==> src/rtl/efd_pkg.sv <==
// ----------------------------------------------------------------------------
// efd_pkg: shared types, constants and tables of the EEG frame deframer
// Frame geometry tables indexed by device generation and speed mode, result
// encodings and the configuration register map.
// ----------------------------------------------------------------------------
package efd_pkg;

  localparam logic [31:0] SYNC_WORD       = 32'hFFFF_FF00;
  localparam int          MAX_FRAME_WORDS = 1024;
  localparam int          SPEED_MODES     = 10;
  localparam int          DIST_W          = $clog2(MAX_FRAME_WORDS + 1);

  // configuration register map
  localparam int          CFG_IDX_W   = 2;
  localparam int          CFG_DATA_W  = 9;
  localparam logic [CFG_IDX_W-1:0] CFG_USE_EX  = 2'd0;
  localparam logic [CFG_IDX_W-1:0] CFG_REQ_CNT = 2'd1;
  localparam logic [CFG_IDX_W-1:0] CFG_DELIVER = 2'd2;

  typedef enum logic [1:0] {
    PH_HUNT_FIRST  = 2'd0,
    PH_HUNT_SECOND = 2'd1,
    PH_LOCKED      = 2'd2
  } efd_phase_e;

  typedef enum logic [1:0] {
    KIND_STATUS = 2'd0,
    KIND_SAMPLE = 2'd1,
    KIND_ERROR  = 2'd2
  } efd_kind_e;

  typedef enum logic [1:0] {
    ERR_NONE      = 2'd0,
    ERR_TYPE      = 2'd1,
    ERR_SPEED     = 2'd2,
    ERR_BAD_SPEED = 2'd3
  } efd_err_e;

  typedef struct packed {
    logic       use_ex;
    logic [8:0] req_cnt;
    logic       deliver;
  } efd_cfg_t;

  typedef struct packed {
    logic [9:0] frame_len;
    logic [9:0] ex_start;
    logic [3:0] ex_cnt;
    logic [8:0] elec_out;
    logic [9:0] last_pos;
  } efd_layout_t;

  typedef struct packed {
    efd_kind_e          kind;
    logic [8:0]         channel_number;
    logic signed [31:0] sample_value;
    logic [15:0]        trigger_bits;
    logic               epoch_started;
    logic               cms_in_range;
    logic               battery_low;
    logic               mark_two;
    logic [2:0]         speed_mode;
    efd_err_e           error_code;
    logic               frame_end;
  } efd_result_t;

  // words per frame
  function automatic logic [9:0] frame_len_f(input logic mk, input logic [2:0] sp);
    logic [9:0] v;
    unique case ({mk, sp})
      4'h0: v = 10'd258;  4'h1: v = 10'd130;  4'h2: v = 10'd66;   4'h3: v = 10'd34;
      4'h4: v = 10'd258;  4'h5: v = 10'd130;  4'h6: v = 10'd66;   4'h7: v = 10'd34;
      4'h8: v = 10'd610;  4'h9: v = 10'd610;  4'hA: v = 10'd610;  4'hB: v = 10'd610;
      4'hC: v = 10'd282;  4'hD: v = 10'd154;  4'hE: v = 10'd90;   4'hF: v = 10'd58;
      default: v = '0;
    endcase
    return v;
  endfunction

  // electrode words per frame
  function automatic logic [8:0] elec_cnt_f(input logic mk, input logic [2:0] sp);
    logic [8:0] v;
    unique case ({mk, sp})
      4'h0: v = 9'd256;  4'h1: v = 9'd128;  4'h2: v = 9'd256;  4'h3: v = 9'd34;
      4'h4: v = 9'd232;  4'h5: v = 9'd104;  4'h6: v = 9'd40;   4'h7: v = 9'd8;
      4'h8: v = 9'd256;  4'h9: v = 9'd128;  4'hA: v = 9'd256;  4'hB: v = 9'd128;
      4'hC: v = 9'd256;  4'hD: v = 9'd128;  4'hE: v = 9'd64;   4'hF: v = 9'd32;
      default: v = '0;
    endcase
    return v;
  endfunction

  // external words per frame
  function automatic logic [3:0] ex_cnt_f(input logic mk, input logic [2:0] sp);
    logic [3:0] v;
    if (!mk && !sp[2]) begin
      v = 4'd0;
    end else begin
      v = 4'd8;
    end
    return v;
  endfunction

endpackage

==> src/rtl/efd_in_if.sv <==
// ----------------------------------------------------------------------------
// efd_in_if: input stream channel
// Valid/ready channel carrying one raw amplifier stream word per transaction.
// ----------------------------------------------------------------------------
interface efd_in_if;
  logic        valid;
  logic        ready;
  logic [31:0] stream_word;

  modport source (output valid, output stream_word, input ready);
  modport sink   (input valid, input stream_word, output ready);
endinterface

==> src/rtl/efd_out_if.sv <==
// ----------------------------------------------------------------------------
// efd_out_if: result channel
// Valid/ready channel carrying one status, sample or error result.
// ----------------------------------------------------------------------------
interface efd_out_if;
  logic               valid;
  logic               ready;
  logic [1:0]         result_kind;
  logic [8:0]         channel_number;
  logic signed [31:0] sample_value;
  logic [15:0]        trigger_bits;
  logic               epoch_started;
  logic               cms_in_range;
  logic               battery_low;
  logic               mark_two;
  logic [2:0]         speed_mode;
  logic [1:0]         error_code;
  logic               frame_end;

  modport source (
    output valid, input ready,
    output result_kind, output channel_number, output sample_value,
    output trigger_bits, output epoch_started, output cms_in_range,
    output battery_low, output mark_two, output speed_mode,
    output error_code, output frame_end
  );
  modport sink (
    input valid, output ready,
    input result_kind, input channel_number, input sample_value,
    input trigger_bits, input epoch_started, input cms_in_range,
    input battery_low, input mark_two, input speed_mode,
    input error_code, input frame_end
  );
endinterface

==> src/rtl/efd_layout.sv <==
// ----------------------------------------------------------------------------
// efd_layout: frame layout decode
// Derives frame length, electrode output count, EX window and the position
// of the last delivered word from the configuration and the locked mode.
// ----------------------------------------------------------------------------
module efd_layout
  import efd_pkg::*;
(
  input  efd_cfg_t    cfg_i,
  input  logic        mark_two_i,
  input  logic [2:0]  speed_mode_i,
  output efd_layout_t layout_o
);

  logic [9:0] frame_len;
  logic [8:0] elec;
  logic [8:0] ex_num;
  logic [8:0] elec_req;
  logic [9:0] room;
  logic [8:0] elec_out0;
  logic [8:0] elec_out;
  logic [8:0] want;
  logic [9:0] ex_start;
  logic [9:0] ex_room;
  logic [3:0] ex_cnt;
  logic [9:0] last_pos;

  always_comb begin
    frame_len = frame_len_f(mark_two_i, speed_mode_i);
    elec      = elec_cnt_f(mark_two_i, speed_mode_i);
    ex_num    = cfg_i.use_ex ? {5'd0, ex_cnt_f(mark_two_i, speed_mode_i)} : 9'd0;

    // electrode share of the request, EX share comes off the top
    elec_req  = (cfg_i.req_cnt > ex_num) ? cfg_i.req_cnt - ex_num : 9'd0;
    room      = frame_len - 10'd2;
    elec_out0 = ({1'b0, elec_req} < room) ? elec_req : room[8:0];
    elec_out  = (cfg_i.use_ex && (elec < elec_out0)) ? elec : elec_out0;

    want      = (cfg_i.req_cnt > ex_num) ? ex_num : cfg_i.req_cnt;
    ex_start  = {1'b0, elec} + 10'd2;
    ex_room   = frame_len - ex_start;
    ex_cnt    = 4'd0;
    if (cfg_i.use_ex && (ex_start < frame_len)) begin
      ex_cnt = ({1'b0, want} < ex_room) ? want[3:0] : ex_room[3:0];
    end

    if (!cfg_i.deliver) begin
      last_pos = 10'd1;
    end else if (ex_cnt != 4'd0) begin
      last_pos = ex_start + {6'd0, ex_cnt} - 10'd1;
    end else if (elec_out != 9'd0) begin
      last_pos = {1'b0, elec_out} + 10'd1;
    end else begin
      last_pos = 10'd1;
    end

    layout_o.frame_len = frame_len;
    layout_o.ex_start  = ex_start;
    layout_o.ex_cnt    = ex_cnt;
    layout_o.elec_out  = elec_out;
    layout_o.last_pos  = last_pos;
  end

endmodule

==> src/rtl/efd_core.sv <==
// ----------------------------------------------------------------------------
// efd_core: sync hunt and frame walker
// Holds the sync and frame state, decodes one stream word per advance and
// produces at most one result for it.
// ----------------------------------------------------------------------------
module efd_core
  import efd_pkg::*;
(
  input  logic        clk_i,
  input  logic        rst_ni,
  input  logic        adv_i,
  input  logic [31:0] word_i,
  input  efd_cfg_t    cfg_i,
  output logic        res_valid_o,
  output efd_result_t res_o
);

  efd_phase_e  phase_q, phase_d;
  logic [DIST_W-1:0] dist_q, dist_d;
  logic [31:8] fsw_q, fsw_d;
  logic [8:0]  chan_cnt_q, chan_cnt_d;
  logic [9:0]  pos_q, pos_d;
  logic [2:0]  init_sp_q, init_sp_d;
  logic        init_mk_q, init_mk_d;

  efd_layout_t layout;

  logic [DIST_W-1:0] dist_inc;
  logic [9:0]  cc_raw;
  logic [8:0]  elec_lock;
  logic [2:0]  sp_w;
  logic        mk_w;
  logic [2:0]  sp_f;
  logic        mk_f;
  logic [9:0]  pos_inc;
  logic [8:0]  idx;
  logic [9:0]  ex_off;
  logic        is_sync;

  efd_layout u_layout (
    .cfg_i       (cfg_i),
    .mark_two_i  (init_mk_q),
    .speed_mode_i(init_sp_q),
    .layout_o    (layout)
  );

  function automatic efd_result_t status_f(input logic [31:8] w, input efd_kind_e kind,
                                           input efd_err_e err, input logic fend);
    efd_result_t r;
    r.kind           = kind;
    r.channel_number = '0;
    r.sample_value   = '0;
    r.trigger_bits   = w[23:8];
    r.epoch_started  = w[24];
    r.cms_in_range   = ~w[28];
    r.battery_low    = w[30];
    r.mark_two       = w[31];
    r.speed_mode     = w[27:25];
    r.error_code     = err;
    r.frame_end      = fend;
    return r;
  endfunction

  always_comb begin
    phase_d    = phase_q;
    dist_d     = dist_q;
    fsw_d      = fsw_q;
    chan_cnt_d = chan_cnt_q;
    pos_d      = pos_q;
    init_sp_d  = init_sp_q;
    init_mk_d  = init_mk_q;

    res_valid_o = 1'b0;
    res_o       = '0;
    res_o.kind       = KIND_STATUS;
    res_o.error_code = ERR_NONE;

    is_sync   = (word_i == SYNC_WORD);
    dist_inc  = dist_q + DIST_W'(1);
    cc_raw    = dist_inc[9:0] - 10'd2;
    sp_f      = fsw_q[27:25];
    mk_f      = fsw_q[31];
    elec_lock = elec_cnt_f(mk_f, sp_f);
    sp_w      = word_i[27:25];
    mk_w      = word_i[31];
    pos_inc   = pos_q + 10'd1;
    idx       = pos_q[8:0] - 9'd2;
    ex_off    = pos_q - layout.ex_start;

    unique case (phase_q)
      PH_HUNT_FIRST: begin
        if (is_sync) begin
          phase_d = PH_HUNT_SECOND;
          dist_d  = '0;
        end
      end

      PH_HUNT_SECOND: begin
        dist_d = dist_inc;
        if (!is_sync) begin
          if (dist_inc == DIST_W'(1)) begin
            fsw_d = word_i[31:8];
          end
          if (dist_inc >= DIST_W'(MAX_FRAME_WORDS)) begin
            phase_d = PH_HUNT_FIRST;
          end
        end else if (dist_inc < DIST_W'(2)) begin
          // back-to-back sync restarts the distance count
          dist_d = '0;
        end else if ({1'b0, sp_f} >= 4'(SPEED_MODES)) begin
          phase_d     = PH_HUNT_FIRST;
          res_valid_o = 1'b1;
          res_o       = status_f(fsw_q, KIND_ERROR, ERR_BAD_SPEED, 1'b1);
        end else begin
          init_sp_d  = sp_f;
          init_mk_d  = mk_f;
          chan_cnt_d = (cc_raw < {1'b0, elec_lock}) ? cc_raw[8:0] : elec_lock;
          pos_d      = '0;
          phase_d    = PH_LOCKED;
        end
      end

      PH_LOCKED: begin
        pos_d = (pos_inc >= layout.frame_len) ? 10'd0 : pos_inc;
        if (pos_q == 10'd1) begin
          res_valid_o = 1'b1;
          if (mk_w != init_mk_q) begin
            phase_d = PH_HUNT_FIRST;
            pos_d   = '0;
            res_o   = status_f(word_i[31:8], KIND_ERROR, ERR_TYPE, 1'b1);
          end else if (sp_w != init_sp_q) begin
            phase_d = PH_HUNT_FIRST;
            pos_d   = '0;
            res_o   = status_f(word_i[31:8], KIND_ERROR, ERR_SPEED, 1'b1);
          end else if ({1'b0, sp_w} >= 4'(SPEED_MODES)) begin
            phase_d = PH_HUNT_FIRST;
            pos_d   = '0;
            res_o   = status_f(word_i[31:8], KIND_ERROR, ERR_BAD_SPEED, 1'b1);
          end else begin
            res_o = status_f(word_i[31:8], KIND_STATUS, ERR_NONE,
                             layout.last_pos == 10'd1);
          end
        end else if (pos_q >= 10'd2 && cfg_i.deliver) begin
          if (pos_q < {1'b0, layout.elec_out} + 10'd2) begin
            res_valid_o          = 1'b1;
            res_o.kind           = KIND_SAMPLE;
            res_o.channel_number = idx;
            // electrodes beyond the measured channel count are zero padded
            res_o.sample_value   = (idx < chan_cnt_q) ? word_i : '0;
            res_o.frame_end      = (pos_q == layout.last_pos);
          end else if (layout.ex_cnt != 4'd0 && pos_q >= layout.ex_start &&
                       pos_q < layout.ex_start + {6'd0, layout.ex_cnt}) begin
            res_valid_o          = 1'b1;
            res_o.kind           = KIND_SAMPLE;
            res_o.channel_number = layout.elec_out + ex_off[8:0];
            res_o.sample_value   = word_i;
            res_o.frame_end      = (pos_q == layout.last_pos);
          end
        end
      end

      default: begin
        phase_d = PH_HUNT_FIRST;
      end
    endcase
  end

  always_ff @(posedge clk_i or negedge rst_ni) begin
    if (!rst_ni) begin
      phase_q    <= PH_HUNT_FIRST;
      dist_q     <= '0;
      chan_cnt_q <= '0;
      pos_q      <= '0;
      init_sp_q  <= '0;
      init_mk_q  <= 1'b0;
    end else if (adv_i) begin
      phase_q    <= phase_d;
      dist_q     <= dist_d;
      chan_cnt_q <= chan_cnt_d;
      pos_q      <= pos_d;
      init_sp_q  <= init_sp_d;
      init_mk_q  <= init_mk_d;
    end
  end

  always_ff @(posedge clk_i) begin
    if (adv_i) begin
      fsw_q <= fsw_d;
    end
  end

endmodule

==> src/rtl/eeg_frame_deframer_top.sv <==
// ----------------------------------------------------------------------------
// eeg_frame_deframer_top: EEG amplifier stream deframer
// Input word register, frame decode core and result register with
// valid/ready handshake on both sides plus a configuration write port.
// ----------------------------------------------------------------------------
// One stream word is taken per cycle while the result register is not stalled:
// a word sits in the input register, is decoded by the core against the sync
// and frame state, and its result (if any) lands in the result register,
// which is the only thing that can stall the input. After reset the block
// hunts for two sync words, locks to the frame layout given by the first
// status word, then emits a status transaction per frame followed by the
// requested channel samples; frame_end marks the last one. Configuration
// writes take effect on the next word decoded.
module eeg_frame_deframer_top
  import efd_pkg::*;
(
  input  logic                  clk_i,
  input  logic                  rst_ni,
  efd_in_if.sink                in_ch,
  efd_out_if.source             out_ch,
  input  logic                  cfg_we_i,
  input  logic [CFG_IDX_W-1:0]  cfg_idx_i,
  input  logic [CFG_DATA_W-1:0] cfg_data_i
);

  efd_cfg_t    cfg_q;
  logic        in_vld_q;
  logic [31:0] word_q;
  logic        out_vld_q;
  efd_result_t res_q;

  logic        adv;
  logic        res_valid;
  efd_result_t res;

  // the input stage moves on whenever it holds a word and the result register can take a value
  assign adv         = in_vld_q & (~out_vld_q | out_ch.ready);
  assign in_ch.ready = ~in_vld_q | adv;

  always_ff @(posedge clk_i or negedge rst_ni) begin
    if (!rst_ni) begin
      cfg_q.use_ex  <= 1'b0;
      cfg_q.req_cnt <= '0;
      cfg_q.deliver <= 1'b1;
    end else if (cfg_we_i) begin
      unique case (cfg_idx_i)
        CFG_USE_EX:  cfg_q.use_ex  <= cfg_data_i[0];
        CFG_REQ_CNT: cfg_q.req_cnt <= cfg_data_i[8:0];
        CFG_DELIVER: cfg_q.deliver <= cfg_data_i[0];
        default: ;
      endcase
    end
  end

  always_ff @(posedge clk_i or negedge rst_ni) begin
    if (!rst_ni) begin
      in_vld_q  <= 1'b0;
      out_vld_q <= 1'b0;
    end else begin
      if (in_ch.ready) begin
        in_vld_q <= in_ch.valid;
      end
      if (adv) begin
        out_vld_q <= res_valid;
      end else if (out_ch.ready) begin
        out_vld_q <= 1'b0;
      end
    end
  end

  always_ff @(posedge clk_i) begin
    if (in_ch.valid && in_ch.ready) begin
      word_q <= in_ch.stream_word;
    end
    if (adv && res_valid) begin
      res_q <= res;
    end
  end

  efd_core u_core (
    .clk_i      (clk_i),
    .rst_ni     (rst_ni),
    .adv_i      (adv),
    .word_i     (word_q),
    .cfg_i      (cfg_q),
    .res_valid_o(res_valid),
    .res_o      (res)
  );

  assign out_ch.valid          = out_vld_q;
  assign out_ch.result_kind    = res_q.kind;
  assign out_ch.channel_number = res_q.channel_number;
  assign out_ch.sample_value   = res_q.sample_value;
  assign out_ch.trigger_bits   = res_q.trigger_bits;
  assign out_ch.epoch_started  = res_q.epoch_started;
  assign out_ch.cms_in_range   = res_q.cms_in_range;
  assign out_ch.battery_low    = res_q.battery_low;
  assign out_ch.mark_two       = res_q.mark_two;
  assign out_ch.speed_mode     = res_q.speed_mode;
  assign out_ch.error_code     = res_q.error_code;
  assign out_ch.frame_end      = res_q.frame_end;

endmodule
==> src/flat_wrapper.sv <==
// flat-port wrapper written by rule: the top's interface ports become plain ports
module eeg_frame_deframer_top_flat import efd_pkg::*;
  (clk_i, rst_ni, cfg_we_i, cfg_idx_i, cfg_data_i, in_ch_valid, in_ch_stream_word, in_ch_ready, out_ch_valid, out_ch_ready, out_ch_result_kind, out_ch_channel_number, out_ch_sample_value, out_ch_trigger_bits, out_ch_epoch_started, out_ch_cms_in_range, out_ch_battery_low, out_ch_mark_two, out_ch_speed_mode, out_ch_error_code, out_ch_frame_end);
  efd_in_if in_ch_i ();
  efd_out_if out_ch_i ();
  input  logic clk_i;
  input  logic rst_ni;
  input  logic cfg_we_i;
  input  logic [CFG_IDX_W-1:0] cfg_idx_i;
  input  logic [CFG_DATA_W-1:0] cfg_data_i;
  input wire logic [$bits(in_ch_i.valid)-1:0] in_ch_valid;
  input wire logic [$bits(in_ch_i.stream_word)-1:0] in_ch_stream_word;
  output wire logic [$bits(in_ch_i.ready)-1:0] in_ch_ready;
  output wire logic [$bits(out_ch_i.valid)-1:0] out_ch_valid;
  input wire logic [$bits(out_ch_i.ready)-1:0] out_ch_ready;
  output wire logic [$bits(out_ch_i.result_kind)-1:0] out_ch_result_kind;
  output wire logic [$bits(out_ch_i.channel_number)-1:0] out_ch_channel_number;
  output wire logic [$bits(out_ch_i.sample_value)-1:0] out_ch_sample_value;
  output wire logic [$bits(out_ch_i.trigger_bits)-1:0] out_ch_trigger_bits;
  output wire logic [$bits(out_ch_i.epoch_started)-1:0] out_ch_epoch_started;
  output wire logic [$bits(out_ch_i.cms_in_range)-1:0] out_ch_cms_in_range;
  output wire logic [$bits(out_ch_i.battery_low)-1:0] out_ch_battery_low;
  output wire logic [$bits(out_ch_i.mark_two)-1:0] out_ch_mark_two;
  output wire logic [$bits(out_ch_i.speed_mode)-1:0] out_ch_speed_mode;
  output wire logic [$bits(out_ch_i.error_code)-1:0] out_ch_error_code;
  output wire logic [$bits(out_ch_i.frame_end)-1:0] out_ch_frame_end;
  assign in_ch_i.valid = in_ch_valid;
  assign in_ch_i.stream_word = in_ch_stream_word;
  assign in_ch_ready = in_ch_i.ready;
  assign out_ch_valid = out_ch_i.valid;
  assign out_ch_i.ready = out_ch_ready;
  assign out_ch_result_kind = out_ch_i.result_kind;
  assign out_ch_channel_number = out_ch_i.channel_number;
  assign out_ch_sample_value = out_ch_i.sample_value;
  assign out_ch_trigger_bits = out_ch_i.trigger_bits;
  assign out_ch_epoch_started = out_ch_i.epoch_started;
  assign out_ch_cms_in_range = out_ch_i.cms_in_range;
  assign out_ch_battery_low = out_ch_i.battery_low;
  assign out_ch_mark_two = out_ch_i.mark_two;
  assign out_ch_speed_mode = out_ch_i.speed_mode;
  assign out_ch_error_code = out_ch_i.error_code;
  assign out_ch_frame_end = out_ch_i.frame_end;
  eeg_frame_deframer_top u_core (.clk_i(clk_i), .rst_ni(rst_ni), .in_ch(in_ch_i), .out_ch(out_ch_i), .cfg_we_i(cfg_we_i), .cfg_idx_i(cfg_idx_i), .cfg_data_i(cfg_data_i));
endmodule
==> config.mk <==
export PLATFORM = sky130hd
export DESIGN_NAME = eeg_frame_deframer_top_flat
export DESIGN_NICKNAME = d
export VERILOG_FILES = /design/src/rtl/efd_pkg.sv /design/src/rtl/efd_in_if.sv /design/src/rtl/efd_out_if.sv /design/src/rtl/efd_layout.sv /design/src/rtl/efd_core.sv /design/src/rtl/eeg_frame_deframer_top.sv /design/src/flat_wrapper.sv
export SDC_FILE = /design/constraint.sdc
export NUM_CORES = 1
export LEC_CHECK = 0
export ABC_CLOCK_PERIOD_IN_PS = 25500
export BUFFER_PORTS_ARGS = -buffer_cell sky130_fd_sc_hd__buf_2
export CORE_UTILIZATION = 59
export CTS_CLUSTER_DIAMETER = 150
export DETAILED_ROUTE_END_ITERATION = 12
export GPL_ROUTABILITY_DRIVEN = 0
export GPL_TIMING_DRIVEN = 0
export PLACE_DENSITY = 0.8
export SLEW_MARGIN = 40
export SYNTH_ARGS = -nofsm -noshare
export SYNTH_HDL_FRONTEND = slang
export SYNTH_SLANG_ARGS = --single-unit
==> constraint.sdc <==
create_clock -name clk_i -period 25.5 [get_ports clk_i]
set_input_delay 5.1 -clock clk_i [delete_from_list [all_inputs] [get_ports clk_i]]
set_output_delay 5.1 -clock clk_i [all_outputs]
set_load 0.01 [all_outputs]
==> out/results.ini, run 1 <==
[grt]
grtUsageMet2=0.529
grt_first_pass_wirelength_um=49500
antenna_found_initial=0
grtUsageMet3=0.0550
grt_max_degree=50
first_global_vias=9539
grtUsageMet1=0.425
busiest_layer=met2
grt-ovfl-total=0
grt.total_usage=0.324

[critical_path]
end_kind=output pin
worst-setup-path-type=in -> out
critical_path.max_fanout=3
cp_slowest_stage_delay_ps=160
rr_worst_depth=38
rr_endpoint=u_core.out_ch.channel_number[8]$_DFFE_PP_
rrSetupSlack_ps=15000
crit_buf_inv=3
crit_family=buffers and inverters
cp.required_ps=20400
arrival_ps=5550
start_kind=input port
crit_chain=buf_2 > inv_1 > nand3_1 > buf_2
crit_top_cell=buf_2
cp_slowest_cell=buf_2
regToRegStartpoint=u_core.u_core.init_sp_q[2]$_DFFE_PN0P_

[run]
maxCapViolCount=0

[hold_path]
hp-start=u_core.u_core.dist_q[10]$_DFFE_PN0P_
whs_path_depth=2
hp-class=reg -> reg
hold_end=u_core.u_core.dist_q[10]$_DFFE_PN0P_

[finish]
fin_nets=1462
fill_cells=1436
antenna_cells=0
multi_input_area_um2=6300
seq_area_um2=4500
area_delta_synth_final_pct=14.6
drive_gt1_frac=0.171

[clocking]
cts_buffers=17
root_buffer=clkbuf_16
cts_tree=yes
htreeDepth=4
post_cts_resized=0
clk_pin_slew_ps=70
cts_setup_buffers=0
cts_sinks=160
cts_buffer_depth=2
hold_buffers=0
clk_latency_ps=450

[floorplan]
die_w_um=141
rows=50
core-area_um2=18800
io_pins=119
start_util=0.604
dieArea_um2=19800
die-height_um=141

[power]
comb_power_share=0.371
ir_drop_v=0.0000581
pwr-share-clk=0.291
power.density_nw_per_um2=69.7
switching_power_uw=347
p_int_uw=561
p_leak_uw=0.00548
netSwitchingFraction=0.382
seqPwrFrac=0.337

[sta]
fin_skew_ps=10.8
hold_viol=0
finalSetupViolations=0
layout_min_cycle_time_ps=10650
rsz0062_at_grt=no
fin_tns_setup_ps=0
post-route-period-util=0.418
max_freq_mhz=93.9
worst_slack_ps=14850
drv_slew=0
worstMarginPinSlew_ps=936
slew_headroom=0.372

[synthesis]
synth.area.top_cells=edfxtp_1 28%, dfrtp_1 11%, ha_1 11%
async_flop_share=0.306
ys.flop_type=edfxtp_1
synth_top_cell_area_share=0.277
syn_avg_cell_area_um2=9.76
ys_types=96
synthesis.instances=1166
synth_edf_count=105
synth_most_common_cell=inv_1
yosysTopAreaCell=edfxtp_1
syn-cell-area_um2=11400
synth-seq-area-share=0.396
ys_ff_latch=160
yosys-top-cells-count=106 x inv_1, 105 x edfxtp_1, 100 x nor2_1
yosys_warnings=0

[detailed_routing]
drc=0
avgRoutedWirePerCell_um=19.3
drtAntennaViolNets=0
drt_pass1_iterations=5
wirelength_um=30500
routed_via_density=6.22
drt-initial-drc-count=1015
vias=9848

[placement]
dpl_worst_slack_ps=14850
port_buffers=118
post-dp-hpwl_um=22800

[run_status]
outcome=complete, no violations

stage by stage:
stage / instances / hold WS (ps) / utilization / area [um2] / power (uW)
3_3_place_gp: 1547 / 489 / 0.653 / 12300 / 629
2_1_floorplan: 1169 / 451 / - / 11400 / 554
6_report: 1584 / 521 / 0.692 / 13000 / 909
3_5_place_dp: 1552 / 493 / 0.659 / 12400 / 638
5_1_grt: 1584 / 544 / 0.692 / 13000 / 958
4_1_cts: 1584 / 524 / 0.692 / 13000 / 904
worst max path at each step:
stage | end | cells after the start | slack (ps) | startpoint
2_1_floorplan | u_core.out_ch.battery_low$_DFFE_PP_ | 34 | 14170 | u_core.u_core.init_sp_q[2]$_DFFE_PN0P_
3_3_place_gp | u_core.out_ch.channel_number[0]$_DFFE_PP_ | 34 | 11070 | u_core.u_core.init_sp_q[2]$_DFFE_PN0P_
3_5_place_dp | in_ch_ready | 4 | 14850 | out_ch_ready
4_1_cts | in_ch_ready | 4 | 14850 | out_ch_ready
5_1_grt | u_core.out_ch.channel_number[0]$_DFFE_PP_ | 38 | 14310 | u_core.u_core.init_sp_q[2]$_DFFE_PN0P_
6_report | in_ch_ready | 4 | 14850 | out_ch_ready
worst register-to-register path: cells and delay by family (launching register included):
| kind | cells | cell delay, ps |
|---|---|---|
| multiplexers | 1 | 600 |
| adder cells (fa/ha/maj) | 6 | 1820 |
| XOR/XNOR | 1 | 130 |
| AND/OR/NAND/NOR | 12 | 2740 |
| flip-flops | 1 | 430 |
| AO/OA/AOI/OAI | 10 | 2920 |
| buffers and inverters | 8 | 1560 |
logic make-up after synthesis:
| kind of cell | count (synthesis) | share of synthesized area |
|---|---|---|
| adder cells (fa/ha/maj) | 103 | 0.118 |
| buffers and inverters | 156 | 0.0540 |
| AO/OA/AOI/OAI | 291 | 0.181 |
| flip-flops | 160 | 0.396 |
| multiplexers | 43 | 0.0408 |
| AND/OR/NAND/NOR | 351 | 0.162 |
| XOR/XNOR | 61 | 0.0482 |
| other | 1 | 0.000330 |
power groups by stage:
stage / registers, uW / clock network [uW] / logic [uW]
2_1_floorplan: 305 / 0 / 249
3_3_place_gp: 311 / 0 / 318
3_5_place_dp: 311 / 0 / 326
4_1_cts: 306 / 267 / 330
5_1_grt: 308 / 277 / 373
6_report: 307 / 265 / 337
flip-flops by register name (all words and copies together), names as in the netlist, 2 cells and up:
register and flops:
u_core.u_core.pos_q 10, u_core.word_q 32, u_core.out_ch.speed_mode 3, u_core.cfg_q 11, u_core.u_core.dist_q 11, u_core.out_ch.trigger_bits 16
u_core.u_core.chan_cnt_q 9, u_core.u_core.init_sp_q 3, u_core.u_core.phase_q 2, u_core.out_ch.sample_value 32, u_core.out_ch.error_code 2, u_core.u_core.fsw_q 4
u_core.out_ch.channel_number 9, u_core.u_core.elec_lock 6, u_core.out_ch.result_kind 2
area by class of cell:
type,count,area share
well taps,260,0.0249
repair buffers,123,0.0522
plain buffers,50,0.0166
multi-input cells,853,0.483
flip-flops and latches,160,0.345
clock inverters,15,0.0150
clock buffers,17,0.0326
inverters,106,0.0305
metal layers:
metal,vias to the layer above,routed length [um]
met5,-,0
met4,0,1050
met3,83,2560
met2,491,14500
met1,4698,12400
li1,4576,-
cell usage in the layout (no fill, tap or decap), types with 22 or more instances in the layout:
cell / Yosys / layout
nand2_1: 64 / 64
o21ai_0: 53 / 53
nand3_1: 23 / 23
dfrtp_1: 48 / 48
nor2_1: 100 / 100
buf_2: 5 / 122
xnor2_1: 38 / 38
a211oi_1: 47 / 47
ha_1: 96 / 96
mux2_2: 23 / 23
a21o_1: 28 / 28
edfxtp_1: 105 / 105
clkbuf_1: 40 / 40
inv_1: 106 / 106
a21oi_1: 47 / 46
xor2_1: 22 / 22
Power figures use the tool's default switching activity.
==> run 2, diff against run 1 <==
--- a/config.mk
+++ b/config.mk
@@ -5,7 +5,7 @@
 export SDC_FILE = /design/constraint.sdc
 export NUM_CORES = 1
 export LEC_CHECK = 0
-export ABC_CLOCK_PERIOD_IN_PS = 25500
+export ABC_CLOCK_PERIOD_IN_PS = 10500
 export BUFFER_PORTS_ARGS = -buffer_cell sky130_fd_sc_hd__buf_2
 export CORE_UTILIZATION = 59
 export CTS_CLUSTER_DIAMETER = 150
==> constraint.sdc (replaced) <==
create_clock -name clk_i -period 10.5 [get_ports clk_i]
set_input_delay 2.1 -clock clk_i [delete_from_list [all_inputs] [get_ports clk_i]]
set_output_delay 2.1 -clock clk_i [all_outputs]
set_load 0.01 [all_outputs]
==> run 2 against run 1 <==
  * First-iteration DRC count fell by 2.4%
  * Design area grew 0.35%
  * Clock-buffer cell count unchanged
  * Non-clock buffer count unchanged
  * Power rose by 150%
  * Flip-flop and latch count stayed put
  * Global-route usage shrank 0.21 points
  * Critical endpoint is now u_core.out_ch.channel_number[0]$_DFFE_PP_
  * Critical path type is now reg -> reg
  * Sequential power grew 140%
  * Critical path depth rose by 33
==> out/results.ini, run 2 (synthesis results as in run 1) <==
[critical_path]
crit_top_cell=ha_1
end_kind=register
crit_end=u_core.out_ch.channel_number[0]$_DFFE_PP_
rr_worst_depth=37  ; -2.6%
worst-setup-path-type=reg -> reg
cp_slowest_stage_delay_ps=540  ; +380 ps
rr_endpoint=u_core.out_ch.channel_number[0]$_DFFE_PP_
cp.required_ps=10640  ; -9760 ps
arrival_ps=10090  ; +4540 ps
regToRegStartpoint=u_core.u_core.init_sp_q[2]$_DFFE_PN0P_
cp_slowest_cell=or4_1
start_kind=register
rrSetupSlack_ps=550  ; -14450 ps
critPathLaunch=u_core.u_core.init_sp_q[2]$_DFFE_PN0P_
critical_path.max_fanout=18  ; +15

[sta]
drv_slew=0  ; unchanged
fin_tns_setup_ps=0  ; unchanged
max_freq_mhz=100
layout_min_cycle_time_ps=9950
worstMarginPinSlew_ps=785  ; -151 ps
post-route-period-util=0.948
slew_headroom=0.476  ; +0.104
fin_skew_ps=13.1  ; +2.21 ps
finalSetupViolations=0  ; unchanged
rsz0062_at_grt=no
hold_viol=0  ; unchanged

[detailed_routing]
drtAntennaViolNets=0  ; unchanged
met3_length_um=2570  ; +0.51%
drt-initial-drc-count=991  ; -2.4%
vias=9872  ; +0.24%
top_layer=met4
drt_pass1_iterations=6  ; +1
drc=0  ; unchanged
route.met2.wl_um=14600  ; +0.15%
met1_length_um=12500  ; +0.85%
avgRoutedWirePerCell_um=19.5  ; +1.0%
routed_via_density=6.24  ; +0.31%
wirelength_um=30800  ; +0.97%

[floorplan]
die_w_um=141  ; unchanged
io_pins=119  ; unchanged
core-area_um2=18800  ; unchanged
dieArea_um2=19800  ; unchanged
rows=50  ; unchanged
start_util=0.604  ; unchanged
die-height_um=141  ; unchanged

[hold_path]
hp-class=reg -> reg
whs_path_depth=2  ; unchanged

[placement]
port_buffers=118  ; unchanged
dp_cells=1552  ; unchanged
post-dp-hpwl_um=23000  ; +1.1%

[finish]
drive_gt1_frac=0.175  ; +0.00391
area_delta_synth_final_pct=15.0
mostFrequentLayoutCell=buf_2
antenna_cells=0  ; unchanged
finalNonFillerCells=1583  ; -0.063%
final_cell_mix=122 x buf_2, 106 x inv_1, 105 x edfxtp_1
fill_cells=1414  ; -1.5%
finish.utilization=0.695  ; +0.00239
fin_nets=1462  ; unchanged

[power]
p_leak_uw=0.00551  ; +0.51%
ir_drop_v=0.000125  ; +110%
power.density_nw_per_um2=172  ; +150%

[clocking]
clk_latency_ps=440  ; about the same
hold_buffers=0  ; unchanged
clk_pin_slew_ps=70  ; about the same
cts_buffers=17  ; unchanged
cts_buffer_depth=2  ; unchanged
root_buffer=clkbuf_16
htreeDepth=4  ; unchanged
cts_sinks=160  ; unchanged
cts_tree=yes

[run]
maxCapViolCount=0  ; unchanged

[grt]
antenna_found_initial=0  ; unchanged
grt.total_usage=0.322  ; -0.00209
grt_first_pass_wirelength_um=49400  ; -0.25%
first_global_vias=9542  ; +0.031%
grt-ovfl-total=0  ; unchanged
grt_max_degree=50  ; unchanged

[run_status]
outcome=complete, no violations

-- run 2: cell type report --
| class | count | area [um2] | area share |
|---|---|---|---|
| plain buffers | 50 | 219 | 0.0167 |
| clock buffers | 17 | 425 | 0.0325 |
| clock inverters | 14 | 216 | 0.0165 |
| inverters | 106 | 398 | 0.0304 |
| multi-input cells | 853 | 6310 | 0.482 |
| flip-flops and latches | 160 | 4500 | 0.344 |
| well taps | 260 | 325 | 0.0249 |
| repair buffers | 123 | 689 | 0.0527 |
-- run 2: worst min-delay path by stage --
stage	start	to	slack, ps
floorplan	u_core.u_core.fsw_q[26]$_DFFE_PP_	u_core.u_core.init_sp_q[1]$_DFFE_PN0P_	450
global placement	u_core.u_core.dist_q[10]$_DFFE_PN0P_	u_core.u_core.dist_q[10]$_DFFE_PN0P_	490
detailed placement	u_core.u_core.fsw_q[26]$_DFFE_PP_	u_core.u_core.init_sp_q[1]$_DFFE_PN0P_	500
CTS	u_core.u_core.fsw_q[26]$_DFFE_PP_	u_core.u_core.init_sp_q[1]$_DFFE_PN0P_	520
global route	u_core.out_ch.valid$_DFFE_PN0P_	u_core.out_ch.valid$_DFFE_PN0P_	540
finish	u_core.u_core.fsw_q[26]$_DFFE_PP_	u_core.u_core.init_sp_q[1]$_DFFE_PN0P_	520
-- run 2: metal layers --
layer	track usage	vias to the layer above
met5	0	-
met4	0.150	0
met3	0.0635	97
met2	0.529	486
met1	0.410	4735
li1	-	4554
-- run 2: timing repair --
action | CTS | global route
resized for setup | 0 | 7
setup endpoints to repair | 0 | 97
buffers inserted | 0 | 0
-- run 2: power by group --
| part | leakage, uW | total [uW] | internal [uW] | switching, uW |
|---|---|---|---|---|
| clock | 0.000313 | 675 | 387 | 287 |
| combinational | 0.00358 | 828 | 319 | 508 |
| sequential | 0.00162 | 745 | 703 | 42.3 |
-- run 2: per-stage QoR --
stage,cell area (um2),hold slack [ps],power [uW],worst slack (ps)
2_1_floorplan,11400,451,1340,733
3_3_place_gp,12300,490,1530,-1580
3_5_place_dp,12400,495,1550,398
4_1_cts,13100,516,2230,302
5_1_grt,13100,543,2370,4.50
6_report,13100,522,2250,547
-- run 2: worst max-delay path, delay by kind of cell, from the launching register on --
kind,cells,cell delay (ps)
buf+inv,7,1360
compound gates,10,2790
fa+ha+maj,6,1840
simple gates,12,2610
flops,1,440
xor+xnor,1,130
mux,1,460
==> run 3, diff against run 2 <==
--- a/config.mk
+++ b/config.mk
@@ -7,12 +7,13 @@
 export LEC_CHECK = 0
 export ABC_CLOCK_PERIOD_IN_PS = 10500
 export BUFFER_PORTS_ARGS = -buffer_cell sky130_fd_sc_hd__buf_2
-export CORE_UTILIZATION = 59
+export CAP_MARGIN = 15
+export CORE_UTILIZATION = 60
 export CTS_CLUSTER_DIAMETER = 150
 export DETAILED_ROUTE_END_ITERATION = 12
 export GPL_ROUTABILITY_DRIVEN = 0
 export GPL_TIMING_DRIVEN = 0
-export PLACE_DENSITY = 0.8
+export PLACE_DENSITY = 0.81
 export SLEW_MARGIN = 40
 export SYNTH_ARGS = -nofsm -noshare
 export SYNTH_HDL_FRONTEND = slang
==> run 3 against run 2 <==
  * Fmax grew 0.26%
  * Non-clock buffer count grew 2
  * Clock power shrank 5.3%
  * Clock skew grew 0.78 ps
  * Utilization grew 1.8 points
  * Power shrank 1.8%
  * Clock-buffer cell count is the same
  * Routed wire length grew 1.7%
  * Sequential share of layout area grew 0.18 points
  * Via count is essentially flat
  * Flip-flop and latch count is the same
  * Critical path type unchanged
  * Largest cell class unchanged
  * Largest power group unchanged
  * Highest routed layer unchanged
==> out/results.ini, run 3 (synthesis results as in run 1) <==
[detailed_routing]
drtAntennaViolNets=0  ; unchanged
vias=9877  ; +0.051%
drt_pass1_iterations=5  ; -1
wirelength_um=31300  ; +1.7%
avgRoutedWirePerCell_um=20.1  ; +3.5%
drc=0  ; unchanged
routed_via_density=6.35  ; +1.9%
drt-initial-drc-count=846  ; -15%

[critical_path]
start_kind=register
end_kind=register
rrSetupSlack_ps=570  ; +30 ps
cp.depth=36  ; -2.7%
crit_buf_inv=6  ; -1
cp_slowest_cell=or4_1
worst-setup-path-type=reg -> reg
cp.required_ps=10670  ; +30 ps
regToRegStartpoint=u_core.u_core.init_sp_q[2]$_DFFE_PN0P_
crit_top_cell=ha_1
rr_worst_depth=36  ; -2.7%
critical_path.max_fanout=10  ; -8
rr_endpoint=u_core.out_ch.sample_value[17]$_DFFE_PP_
cp_slowest_stage_delay_ps=570  ; +30 ps
arrival_ps=10100  ; about the same
crit_family=simple AND/OR/NAND/NOR gates

[sta]
slew_headroom=0.447  ; -0.0289
worstMarginPinSlew_ps=829  ; +43.4 ps
post-route-period-util=0.945  ; -0.00246
layout_min_cycle_time_ps=9930  ; -25.9 ps
finalSetupViolations=0  ; unchanged
drv_slew=0  ; unchanged
fin_tns_setup_ps=0  ; unchanged
fin_skew_ps=13.8  ; +0.778 ps
whs_ps=508  ; -14.2 ps
max_freq_mhz=101  ; +0.26%
rsz0062_at_grt=yes
hold_viol=0  ; unchanged

[clocking]
clk_pin_slew_ps=70  ; about the same
htreeDepth=4  ; unchanged
root_buffer=clkbuf_16
cts_tree=yes
cts_sinks=160  ; unchanged
clk_latency_ps=450  ; about the same
cts_buffers=17  ; unchanged
cts_buffer_depth=2  ; unchanged

[finish]
fin_nets=1464  ; +0.14%
final_cell_mix=122 x buf_2, 106 x inv_1, 105 x edfxtp_1
drive_gt1_frac=0.176  ; +0.00111
mostFrequentLayoutCell=buf_2
final_cell_area_um2=13000  ; -0.51%
antenna_cells=0  ; unchanged
finish.utilization=0.713  ; +0.0177
area_delta_synth_final_pct=14.5

[power]
finalPower_uw=2210  ; -1.8%
ir_drop_v=0.000142  ; +14%
power.density_nw_per_um2=170  ; -1.3%
p_leak_uw=0.00550  ; -0.22%

[placement]
post-dp-hpwl_um=23300  ; +1.1%
placed_cell_area_um2=12300  ; -0.60%
port_buffers=118  ; unchanged

[grt]
grt.total_usage=0.329  ; +0.00745
grt_max_degree=50  ; unchanged
first_global_vias=9573  ; +0.32%
grt_first_pass_wirelength_um=49800  ; +0.84%
grt-ovfl-total=0  ; unchanged
antenna_found_initial=0  ; unchanged

[floorplan]
dieArea_um2=19500  ; -1.6%
start_util=0.623  ; +0.0185
die-height_um=140  ; -0.83%
rows=49  ; -2.0%
io_pins=119  ; unchanged
die_w_um=140  ; -0.83%
core-area_um2=18300  ; -3.0%

[hold_path]
whs_path_depth=2  ; unchanged
hold_end=u_core.u_core.dist_q[10]$_DFFE_PN0P_
hp-start=u_core.u_core.dist_q[10]$_DFFE_PN0P_
hp-class=reg -> reg

[run]
maxCapViolCount=0  ; unchanged

[run_status]
outcome=complete, no violations

## run 3: cell types whose count changed in the layout (fill, tap and decap cells not counted), sizes merged
cell,delta
clkinv,+6
bufinv,-3
buf,+2
inv,-2
## run 3: area by class of cell
| class | instances | area [um2] |
|---|---|---|
| multi-input cells | 853 | 6310 |
| fillers | 1332 | 5250 |
| flip-flops and latches | 160 | 4500 |
| repair buffers | 125 | 676 |
| clock buffers | 17 | 425 |
| inverters | 106 | 398 |
| well taps | 229 | 287 |
| plain buffers | 50 | 218 |
| clock inverters | 15 | 204 |
## run 3: how the worst max path moves through the flow
stage / to / start / slack, ps
2_1_floorplan: u_core.out_ch.battery_low$_DFFE_PP_ / u_core.u_core.init_sp_q[2]$_DFFE_PN0P_ / 730
3_3_place_gp: u_core.out_ch.channel_number[1]$_DFFE_PP_ / u_core.u_core.init_sp_q[2]$_DFFE_PN0P_ / -1520
3_5_place_dp: u_core.out_ch.trigger_bits[0]$_DFFE_PP_ / u_core.u_core.init_sp_q[2]$_DFFE_PN0P_ / 300
4_1_cts: u_core.out_ch.trigger_bits[3]$_DFFE_PP_ / u_core.u_core.init_sp_q[2]$_DFFE_PN0P_ / 270
5_1_grt: u_core.out_ch.sample_value[17]$_DFFE_PP_ / u_core.u_core.init_sp_q[2]$_DFFE_PN0P_ / -60
6_report: u_core.out_ch.sample_value[17]$_DFFE_PP_ / u_core.u_core.init_sp_q[2]$_DFFE_PN0P_ / 570
## run 3: repair_timing
item | CTS | global route
resized for setup | 0 | 6
buffers inserted | 0 | 3
hold buffers | 0 | 0
setup endpoints to repair | 0 | 113
## run 3: worst register-to-register path: cells and delay by family, from the launching register on
family                     cells  cell delay [ps]
AOI/OAI and AO/OA             10             2550
DFF                            1              440
buffers and inverters          6             1620
xor gates and xnor gates       1               80
adders and majority gates      6             1900
muxes                          1              450
and+or+nand+nor               12             2620
## run 3: power breakdown
group          switching [uW]  total (uW)  internal, uW
sequential               41.5         744           702
clock                     312         639           327
combinational             506         824           318
## run 3: per-stage QoR
stage	worst slack [ps]	std cells
after floorplan	733	1169
after global routing	-62.8	1555
final	573	1555
after detailed placement	302	1520
after global placement	-1520	1516
after CTS	271	1552
## run 3: layer usage
| layer | up-vias | GRT usage | routed length [um] |
|---|---|---|---|
| met4 | 0 | 0.161 | 1390 |
| met1 | 4688 | 0.406 | 12200 |
| li1 | 4571 | - | - |
| met2 | 510 | 0.549 | 14900 |
| met3 | 108 | 0.0692 | 2850 |
| met5 | - | 0 | 0 |
